<file path="config.mk">
export PLATFORM = sky130hd
export DESIGN_NAME = servo_packet_deframer
export DESIGN_NICKNAME = d
export VERILOG_FILES = /design/src/rtl/core/spd_pkg.sv /design/src/rtl/core/spd_ram.sv /design/src/rtl/core/spd_ctrl.sv /design/src/rtl/core/spd_dp.sv /design/src/rtl/core/servo_packet_deframer.sv
export SDC_FILE = /design/constraint.sdc
export NUM_CORES = 1
export LEC_CHECK = 0
export BUFFER_PORTS_ARGS = -buffer_cell sky130_fd_sc_hd__buf_4
export CORE_ASPECT_RATIO = 2
export CORE_MARGIN = 1.5
export CORE_UTILIZATION = 50
export DETAILED_ROUTE_END_ITERATION = 8
export PLACE_DENSITY = 0.67
export SLEW_MARGIN = 10
export SYNTH_ARGS = -nofsm -noshare
export SYNTH_HDL_FRONTEND = slang
export SYNTH_SLANG_ARGS = --single-unit
</file>
<file path="constraint.sdc">
create_clock -name clk -period 5.95 [get_ports clk]
set_clock_uncertainty 0.05 [all_clocks]
set_input_delay 1.19 -clock clk [delete_from_list [all_inputs] [get_ports clk]]
set_output_delay 1.19 -clock clk [all_outputs]
set_load 0.1 [all_outputs]
</file>
<file path="src/rtl/core/spd_pkg.sv">
package spd_pkg;

  localparam int BYTE_W  = 8;
  localparam int KIND_W  = 2;
  localparam int COUNT_W = 6;

  localparam logic [BYTE_W-1:0] SENTINEL = 8'hFF;

  // Result kinds
  localparam logic [KIND_W-1:0] KIND_HEADER   = 2'd0;
  localparam logic [KIND_W-1:0] KIND_PARAM    = 2'd1;
  localparam logic [KIND_W-1:0] KIND_CSUM_ERR = 2'd2;
  localparam logic [KIND_W-1:0] KIND_LEN_ERR  = 2'd3;

  typedef enum logic [2:0] {
    ST_HUNT0,
    ST_HUNT1,
    ST_ID,
    ST_LEN,
    ST_INSTR,
    ST_PARAM,
    ST_CSUM,
    ST_EMIT
  } state_t;

  // Controller to datapath
  typedef struct packed {
    logic load_id;
    logic load_len;
    logic load_instr;
    logic load_param;
    logic out_hdr;
    logic out_csum_err;
    logic out_len_err;
    logic out_param;
  } dp_cmd_t;

  // Datapath to controller
  typedef struct packed {
    logic byte_is_sentinel;
    logic len_bad;
    logic count_zero;
    logic params_done;
    logic csum_ok;
    logic emit_last;
    logic out_free;
  } dp_stat_t;

endpackage

</file>
<file path="src/rtl/core/spd_ram.sv">
module spd_ram #(
  parameter int WIDTH  = 8,
  parameter int DEPTH  = 32,
  parameter int ADDR_W = (DEPTH > 1) ? $clog2(DEPTH) : 1
) (
  input  logic              clk,
  input  logic              wr_en,
  input  logic [ADDR_W-1:0] wr_addr,
  input  logic [WIDTH-1:0]  wr_data,
  input  logic [ADDR_W-1:0] rd_addr,
  output logic [WIDTH-1:0]  rd_data
);

  logic [WIDTH-1:0] mem [DEPTH];
  logic [WIDTH-1:0] rd_data_r;

  always_ff @(posedge clk) begin
    if (wr_en) begin
      mem[wr_addr] <= wr_data;
    end
    rd_data_r <= mem[rd_addr];
  end

  assign rd_data = rd_data_r;

endmodule

</file>
<file path="src/rtl/core/spd_ctrl.sv">
module spd_ctrl (
  input  logic              clk,
  input  logic              rst_n,
  input  logic              in_valid,
  output logic              in_ready,
  input  spd_pkg::dp_stat_t stat,
  output spd_pkg::dp_cmd_t  cmd
);

  import spd_pkg::*;

  state_t state_r;
  state_t state_nxt;
  logic   accept;

  always_ff @(posedge clk) begin
    if (!rst_n) begin
      state_r <= ST_HUNT0;
    end else begin
      state_r <= state_nxt;
    end
  end

  always_comb begin
    state_nxt = state_r;
    cmd       = '0;
    // Length and checksum bytes may produce a result: wait for a free slot.
    case (state_r)
      ST_EMIT:         in_ready = 1'b0;
      ST_LEN, ST_CSUM: in_ready = stat.out_free;
      default:         in_ready = 1'b1;
    endcase
    accept = in_valid && in_ready;

    case (state_r)
      ST_HUNT0: begin
        if (accept) begin
          state_nxt = stat.byte_is_sentinel ? ST_HUNT1 : ST_HUNT0;
        end
      end
      ST_HUNT1: begin
        if (accept) begin
          state_nxt = stat.byte_is_sentinel ? ST_ID : ST_HUNT0;
        end
      end
      ST_ID: begin
        if (accept) begin
          cmd.load_id = 1'b1;
          state_nxt   = ST_LEN;
        end
      end
      ST_LEN: begin
        if (accept) begin
          cmd.load_len = 1'b1;
          if (stat.len_bad) begin
            cmd.out_len_err = 1'b1;
            state_nxt       = ST_HUNT0;
          end else begin
            state_nxt = ST_INSTR;
          end
        end
      end
      ST_INSTR: begin
        if (accept) begin
          cmd.load_instr = 1'b1;
          state_nxt      = stat.count_zero ? ST_CSUM : ST_PARAM;
        end
      end
      ST_PARAM: begin
        if (accept) begin
          cmd.load_param = 1'b1;
          if (stat.params_done) begin
            state_nxt = ST_CSUM;
          end
        end
      end
      ST_CSUM: begin
        if (accept) begin
          if (stat.csum_ok) begin
            cmd.out_hdr = 1'b1;
            state_nxt   = stat.count_zero ? ST_HUNT0 : ST_EMIT;
          end else begin
            cmd.out_csum_err = 1'b1;
            state_nxt        = ST_HUNT0;
          end
        end
      end
      ST_EMIT: begin
        if (stat.out_free) begin
          cmd.out_param = 1'b1;
          if (stat.emit_last) begin
            state_nxt = ST_HUNT0;
          end
        end
      end
      default: begin
        state_nxt = ST_HUNT0;
      end
    endcase
  end

endmodule

</file>
<file path="src/rtl/core/spd_dp.sv">
module spd_dp #(
  parameter int MAX_PARAMS = 32
) (
  input  logic                        clk,
  input  logic                        rst_n,
  input  logic [spd_pkg::BYTE_W-1:0]  in_byte,
  input  spd_pkg::dp_cmd_t            cmd,
  output spd_pkg::dp_stat_t           stat,
  input  logic                        out_ready,
  output logic                        out_valid,
  output logic [spd_pkg::KIND_W-1:0]  out_kind,
  output logic [spd_pkg::BYTE_W-1:0]  out_id,
  output logic [spd_pkg::BYTE_W-1:0]  out_instr,
  output logic [spd_pkg::COUNT_W-1:0] out_count,
  output logic [spd_pkg::BYTE_W-1:0]  out_pbyte,
  output logic                        out_last
);

  import spd_pkg::*;

  localparam int ADDR_W = (MAX_PARAMS > 1) ? $clog2(MAX_PARAMS) : 1;
  localparam logic [BYTE_W-1:0] LEN_MAX = BYTE_W'(MAX_PARAMS + 2);

  logic [BYTE_W-1:0]  id_r;
  logic [BYTE_W-1:0]  instr_r;
  logic [BYTE_W-1:0]  sum_r;
  logic [COUNT_W-1:0] count_r;
  logic [COUNT_W-1:0] seen_r;
  logic [COUNT_W-1:0] rd_idx_r;
  logic [COUNT_W-1:0] rd_idx_nxt;
  logic [COUNT_W-1:0] len_m2;
  logic [COUNT_W:0]   seen_inc;
  logic [COUNT_W:0]   rd_inc;
  logic [BYTE_W-1:0]  ram_rdata;

  logic               out_valid_r;
  logic [KIND_W-1:0]  out_kind_r;
  logic [BYTE_W-1:0]  out_id_r;
  logic [BYTE_W-1:0]  out_instr_r;
  logic [COUNT_W-1:0] out_count_r;
  logic [BYTE_W-1:0]  out_pbyte_r;
  logic               out_last_r;
  logic               out_load;

  assign len_m2   = in_byte[COUNT_W-1:0] - COUNT_W'(2);
  assign seen_inc = {1'b0, seen_r} + (COUNT_W+1)'(1);
  assign rd_inc   = {1'b0, rd_idx_r} + (COUNT_W+1)'(1);

  assign stat.byte_is_sentinel = (in_byte == SENTINEL);
  assign stat.len_bad          = (in_byte < BYTE_W'(2)) || (in_byte > LEN_MAX);
  assign stat.count_zero       = (count_r == '0);
  assign stat.params_done      = (seen_inc >= {1'b0, count_r});
  assign stat.csum_ok          = (~sum_r == in_byte);
  assign stat.emit_last        = (rd_inc == {1'b0, count_r});
  assign stat.out_free         = !out_valid_r || out_ready;

  // Read address runs one step ahead so the registered read tracks rd_idx_r.
  always_comb begin
    rd_idx_nxt = rd_idx_r;
    if (cmd.load_instr) begin
      rd_idx_nxt = '0;
    end else if (cmd.out_param) begin
      rd_idx_nxt = rd_inc[COUNT_W-1:0];
    end
  end

  spd_ram #(
    .WIDTH (BYTE_W),
    .DEPTH (MAX_PARAMS)
  ) u_store (
    .clk     (clk),
    .wr_en   (cmd.load_param),
    .wr_addr (seen_r[ADDR_W-1:0]),
    .wr_data (in_byte),
    .rd_addr (rd_idx_nxt[ADDR_W-1:0]),
    .rd_data (ram_rdata)
  );

  always_ff @(posedge clk) begin
    if (!rst_n) begin
      seen_r   <= '0;
      rd_idx_r <= '0;
    end else begin
      rd_idx_r <= rd_idx_nxt;
      if (cmd.load_instr) begin
        seen_r <= '0;
      end else if (cmd.load_param) begin
        seen_r <= seen_inc[COUNT_W-1:0];
      end
    end
  end

  always_ff @(posedge clk) begin
    if (cmd.load_id) begin
      id_r  <= in_byte;
      sum_r <= in_byte;
    end
    if (cmd.load_len) begin
      count_r <= len_m2;
      sum_r   <= sum_r + in_byte;
    end
    if (cmd.load_instr) begin
      instr_r <= in_byte;
      sum_r   <= sum_r + in_byte;
    end
    if (cmd.load_param) begin
      sum_r <= sum_r + in_byte;
    end
  end

  // Output register
  assign out_load = cmd.out_hdr || cmd.out_csum_err || cmd.out_len_err || cmd.out_param;

  always_ff @(posedge clk) begin
    if (!rst_n) begin
      out_valid_r <= 1'b0;
    end else if (out_load) begin
      out_valid_r <= 1'b1;
    end else if (out_ready) begin
      out_valid_r <= 1'b0;
    end
  end

  always_ff @(posedge clk) begin
    if (cmd.out_len_err) begin
      out_kind_r  <= KIND_LEN_ERR;
      out_id_r    <= id_r;
      out_instr_r <= '0;
      out_count_r <= '0;
      out_pbyte_r <= '0;
      out_last_r  <= 1'b1;
    end else if (cmd.out_hdr) begin
      out_kind_r  <= KIND_HEADER;
      out_id_r    <= id_r;
      out_instr_r <= instr_r;
      out_count_r <= count_r;
      out_pbyte_r <= '0;
      out_last_r  <= (count_r == '0);
    end else if (cmd.out_csum_err) begin
      out_kind_r  <= KIND_CSUM_ERR;
      out_id_r    <= id_r;
      out_instr_r <= instr_r;
      out_count_r <= count_r;
      out_pbyte_r <= '0;
      out_last_r  <= 1'b1;
    end else if (cmd.out_param) begin
      out_kind_r  <= KIND_PARAM;
      out_id_r    <= id_r;
      out_instr_r <= instr_r;
      out_count_r <= count_r;
      out_pbyte_r <= ram_rdata;
      out_last_r  <= stat.emit_last;
    end
  end

  assign out_valid = out_valid_r;
  assign out_kind  = out_kind_r;
  assign out_id    = out_id_r;
  assign out_instr = out_instr_r;
  assign out_count = out_count_r;
  assign out_pbyte = out_pbyte_r;
  assign out_last  = out_last_r;

endmodule

</file>
<file path="src/rtl/core/servo_packet_deframer.sv">
// Servo bus packet deframer.
//
// Input stream: one received serial byte per transaction on in_tdata. The
// block hunts for two 0xFF sentinel bytes, then takes ID, length, instruction,
// length-2 parameter bytes and the checksum (inverted 8-bit sum of ID through
// the last parameter).
// Result stream: a good packet gives a header transaction (tuser 0) followed
// by one transaction per parameter byte (tuser 1), tlast on the final one. A
// bad checksum gives one checksum-error transaction (tuser 2); a length below
// 2 or a parameter count above MAX_PARAMS gives one length-error transaction
// (tuser 3). Both then hunt again.
// Throughput: one byte per cycle while parsing, unless stalled as below. On a
// good checksum with parameters, in_tready stays low while the parameters are
// read out of the parameter store, one per cycle while out_tready is high.
// The first result is registered and shows in the cycle after the checksum byte.
// Stalls: a waiting result does not block sentinel, ID, instruction or
// parameter bytes; length and checksum bytes wait for a free output slot, and
// the parameter burst advances only as out_tready takes each transaction.
// Reset (rst_n low, synchronous) returns to the hunt and empties the output.
module servo_packet_deframer #(
  parameter int MAX_PARAMS = 32
) (
  input  logic        clk,
  input  logic        rst_n,
  input  logic        in_tvalid,
  output logic        in_tready,
  input  logic [7:0]  in_tdata,   // [7:0] rx_byte
  output logic        out_tvalid,
  input  logic        out_tready,
  output logic [31:0] out_tdata,  // [7:0] packet_id, [15:8] instruction,
                                  // [21:16] param_count, [29:22] param_byte,
                                  // [31:30] zero
  output logic [1:0]  out_tuser,  // [1:0] kind
  output logic        out_tlast
);

  import spd_pkg::*;

  dp_cmd_t            cmd;
  dp_stat_t           stat;
  logic [BYTE_W-1:0]  res_id;
  logic [BYTE_W-1:0]  res_instr;
  logic [COUNT_W-1:0] res_count;
  logic [BYTE_W-1:0]  res_pbyte;

  // Sequence the packet fields and the parameter burst.
  spd_ctrl u_ctrl (
    .clk      (clk),
    .rst_n    (rst_n),
    .in_valid (in_tvalid),
    .in_ready (in_tready),
    .stat     (stat),
    .cmd      (cmd)
  );

  // Hold packet fields, checksum, parameter store and the output register.
  spd_dp #(
    .MAX_PARAMS (MAX_PARAMS)
  ) u_dp (
    .clk       (clk),
    .rst_n     (rst_n),
    .in_byte   (in_tdata),
    .cmd       (cmd),
    .stat      (stat),
    .out_ready (out_tready),
    .out_valid (out_tvalid),
    .out_kind  (out_tuser),
    .out_id    (res_id),
    .out_instr (res_instr),
    .out_count (res_count),
    .out_pbyte (res_pbyte),
    .out_last  (out_tlast)
  );

  assign out_tdata = {2'b00, res_pbyte, res_count, res_instr, res_id};

endmodule
</file>
==> impl_metrics.toml <==
[outcome]
status = "finished clean"

[timing]
rsz0062_at_grt = "no"
setup_viol = 0
fmax_mhz = 262.0
relSlewSlack_pct = 34.15
finalHoldViolCount = 0
fin_crit_ns = 3.818
slew_violations = 0
finalCritPeriodShare_pct = 64.16
tightest_slew_ns = 0.9877
fin_tns_setup_ns = 0
finalWorstSetupSlack_ns = 2.133

[detailed_routing]
num_vias = 9020
drt-initial-drc-count = 1019
drc = 0
ant_nets = 0
routed_wl_um = 36440
vias_per_cell = 6.195
drtPass1Iterations = 6
routedWlPerCell_um = 25.03

[cells_and_area]
mostFrequentLayoutCell = "edfxtp_1"
nets = 1115
utilization_pct = 55.98
layout_common_cells = "294 x edfxtp_1, 170 x nand2_1, 72 x a21oi_1"
fillers = 2261
drive_above_1_share_pct = 10.42
area_growth_syn_to_layout_pct = 10.53
design_area_sq_um = 15420
final_cells = 1456
diodes = 0

[min_path]
min_path_type = "reg -> reg"
hold_depth = 0
holdCritStartpoint = "u_dp.id_r[0]"

[power]
peakVddDrop_mv = 0.2069
p_leak_nw = 5.170
power-per-cell-area_nw_per_um2 = 288.0

[clock_tree]
cts_tree = "done"
htreeDepth = 1
cts_root_buffer = "clkbuf_16"
clock-sinks = 343
clk_latency_ns = 0.56
clk_pin_slew_ns = 0.07
cts_made_buffers = 28
cts_hold_buf = 0
ctsResizeCount = 0
cts_buffer_depth = 3
cts_setup_buffers = 0

[synthesis]
synth_area_sq_um = 13950
yosys.cell_types.count = 68
synth_edf_count = 294
synthArstFlopShare_pct = 0
synthesis.instances = 1053
ys_ff_latch = 343
ys.flop_type = "edfxtp_1"
synth.avg_cell_area_sq_um = 13.25
ys_seq_area_share_pct = 70.31
yosysWarnings = 0

[setup_path]
worstPathRequired_ns = 6.38
crit_type = "reg -> reg"
path_buf_inv = 2
start_kind = "register"
timing.rr.start = "u_ctrl.state_r[2]"
path_delay_family = "compound AO/OA/AOI/OAI gates"
cp-end-kind = "register"
crit_arrival_ns = 4.25
path_max_fanout = 24
crit_path_start = "u_ctrl.state_r[2]"
cpPeakStageDelay_ns = 0.84
reg2reg_depth = 9
path_cells = "nand3_2 > nor2_2 > o22a_1 > buf_4 > buf_4 > o221ai_1 > a31oi_1 > o32ai_1 > a41oi_1"
worstSetupPathDepth = 9
cpMostUsedCell = "buf_4"
cpMaxStageDelayCell = "o22a_1"

[global_route]
grt_pass1_wl_um = 54210
grt_pass1_vias = 8937
grt_usage_pct = 25.56
gr-total-overflow = 0
grt_max_degree = 51
antenna_found_initial = 0

[placement]
dp.cells = 1405
routabilityCongestion = 0.9181
dp.final_hpwl_um = 23740
placedInstanceArea_sq_um = 14560
numPortBuffers = 46
pre_cts_slack_ns = 1.798

[die]
row_count = 86
initial_core_util_pct = 50.65
die_width_um = 121.1
die_y_um = 239.2
io_pins = 49
die_area_sq_um = 28980
coreArea_sq_um = 27550

[job]
maxCapViolations = 0
metrics by stage:
step / hold slack [ns] / total power [mW]
finish: 0.3760 / 4.441
global route: 0.3863 / 4.551
CTS: 0.3774 / 4.464
detailed placement: 0.3623 / 2.736
global placement: 0.3517 / 2.735
floorplan: 0.3503 / 2.683
cells by family (layout without fill, tap and decap cells):
logic type | after synthesis | count (layout) | share of synthesized area, %
muxes | 8 | 8 | 0.6815
adders and majority gates | 21 | 21 | 1.919
other | 1 | 2 | 0.02688
DFF | 343 | 343 | 70.31
buffers and inverters | 78 | 128 | 2.538
and+or+nand+nor | 298 | 298 | 9.380
AOI/OAI and AO/OA | 273 | 273 | 13.20
xor gates and xnor gates | 31 | 31 | 1.946
cell type report:
type | count | area [sq um] | area share, %
Sequential cell | 343 | 9809 | 63.61
Multi-Input combinational cell | 633 | 3802 | 24.66
Clock buffer | 36 | 740.7 | 4.803
Timing Repair Buffer | 59 | 442.9 | 2.872
Tap cell | 352 | 440.4 | 2.856
Clock inverter | 15 | 117.6 | 0.7627
Inverter | 18 | 67.56 | 0.4381
layer usage:
| layer | vias up | global-route usage [%] | part of all wire (%) |
|---|---|---|---|
| li1 | 4052 | - | - |
| met2 | 390 | 45.64 | 52 |
| met3 | 140 | 3.524 | 5.9 |
| met1 | 4438 | 27.49 | 34 |
| met5 | - | 0 | 0 |
| met4 | 0 | 17.86 | 7.7 |
cell usage after synthesis, types with 5 or more instances:
| cell | number | share of area (%) |
|---|---|---|
| buf_2 | 34 | 1.2 |
| and3_1 | 10 | 0.45 |
| edfxtp_1 | 294 | 63 |
| a211oi_1 | 9 | 0.48 |
| clkbuf_1 | 20 | 0.54 |
| o22ai_1 | 32 | 1.4 |
| dfxtp_1 | 49 | 7.0 |
| o32ai_1 | 7 | 0.44 |
| a31oi_1 | 24 | 1.1 |
| a41oi_1 | 7 | 0.44 |
| o221ai_1 | 40 | 2.5 |
| nand3_1 | 14 | 0.50 |
| xor2_1 | 13 | 0.82 |
| mux2i_1 | 5 | 0.36 |
| inv_1 | 17 | 0.46 |
| nand2_1 | 170 | 4.6 |
| nor3_1 | 10 | 0.36 |
| nor2_1 | 55 | 1.5 |
| a22oi_1 | 15 | 0.81 |
| buf_4 | 5 | 0.27 |
| o21ai_0 | 30 | 1.1 |
| ha_1 | 19 | 1.7 |
| xnor2_1 | 18 | 1.1 |
| a21oi_1 | 72 | 2.6 |
| a21boi_1 | 7 | 0.38 |
sequential cells by signal, indices dropped and copies added (netlist names), 8 cells and up:
register and count:
u_dp.out_pbyte 8, u_dp.out_id 8, u_dp.sum_r 8, u_dp.u_store.mem 256, u_dp.id_r 8, u_dp.u_store.rd_data 8, u_dp.instr_r 8, u_dp.out_instr 8
power breakdown:
part           switching, mW  leakage (nW)  total, mW  internal, mW
Sequential         0.0000416          3.04       2.60          2.60
Clock                  0.830         0.416       1.76         0.928
Combinational         0.0642          1.72     0.0799        0.0156
final timing paths:
kind / end / slack, ns
worst max-delay path: u_dp.u_store.rd_data[2] / 2.13
worst min-delay path: u_dp.out_id[0] / 0.38
worst max register to register: u_dp.u_store.rd_data[2] / 2.13
worst min register to register: u_dp.out_id[0] / 0.38
No activity file was read; power rests on OpenSTA's default activity.
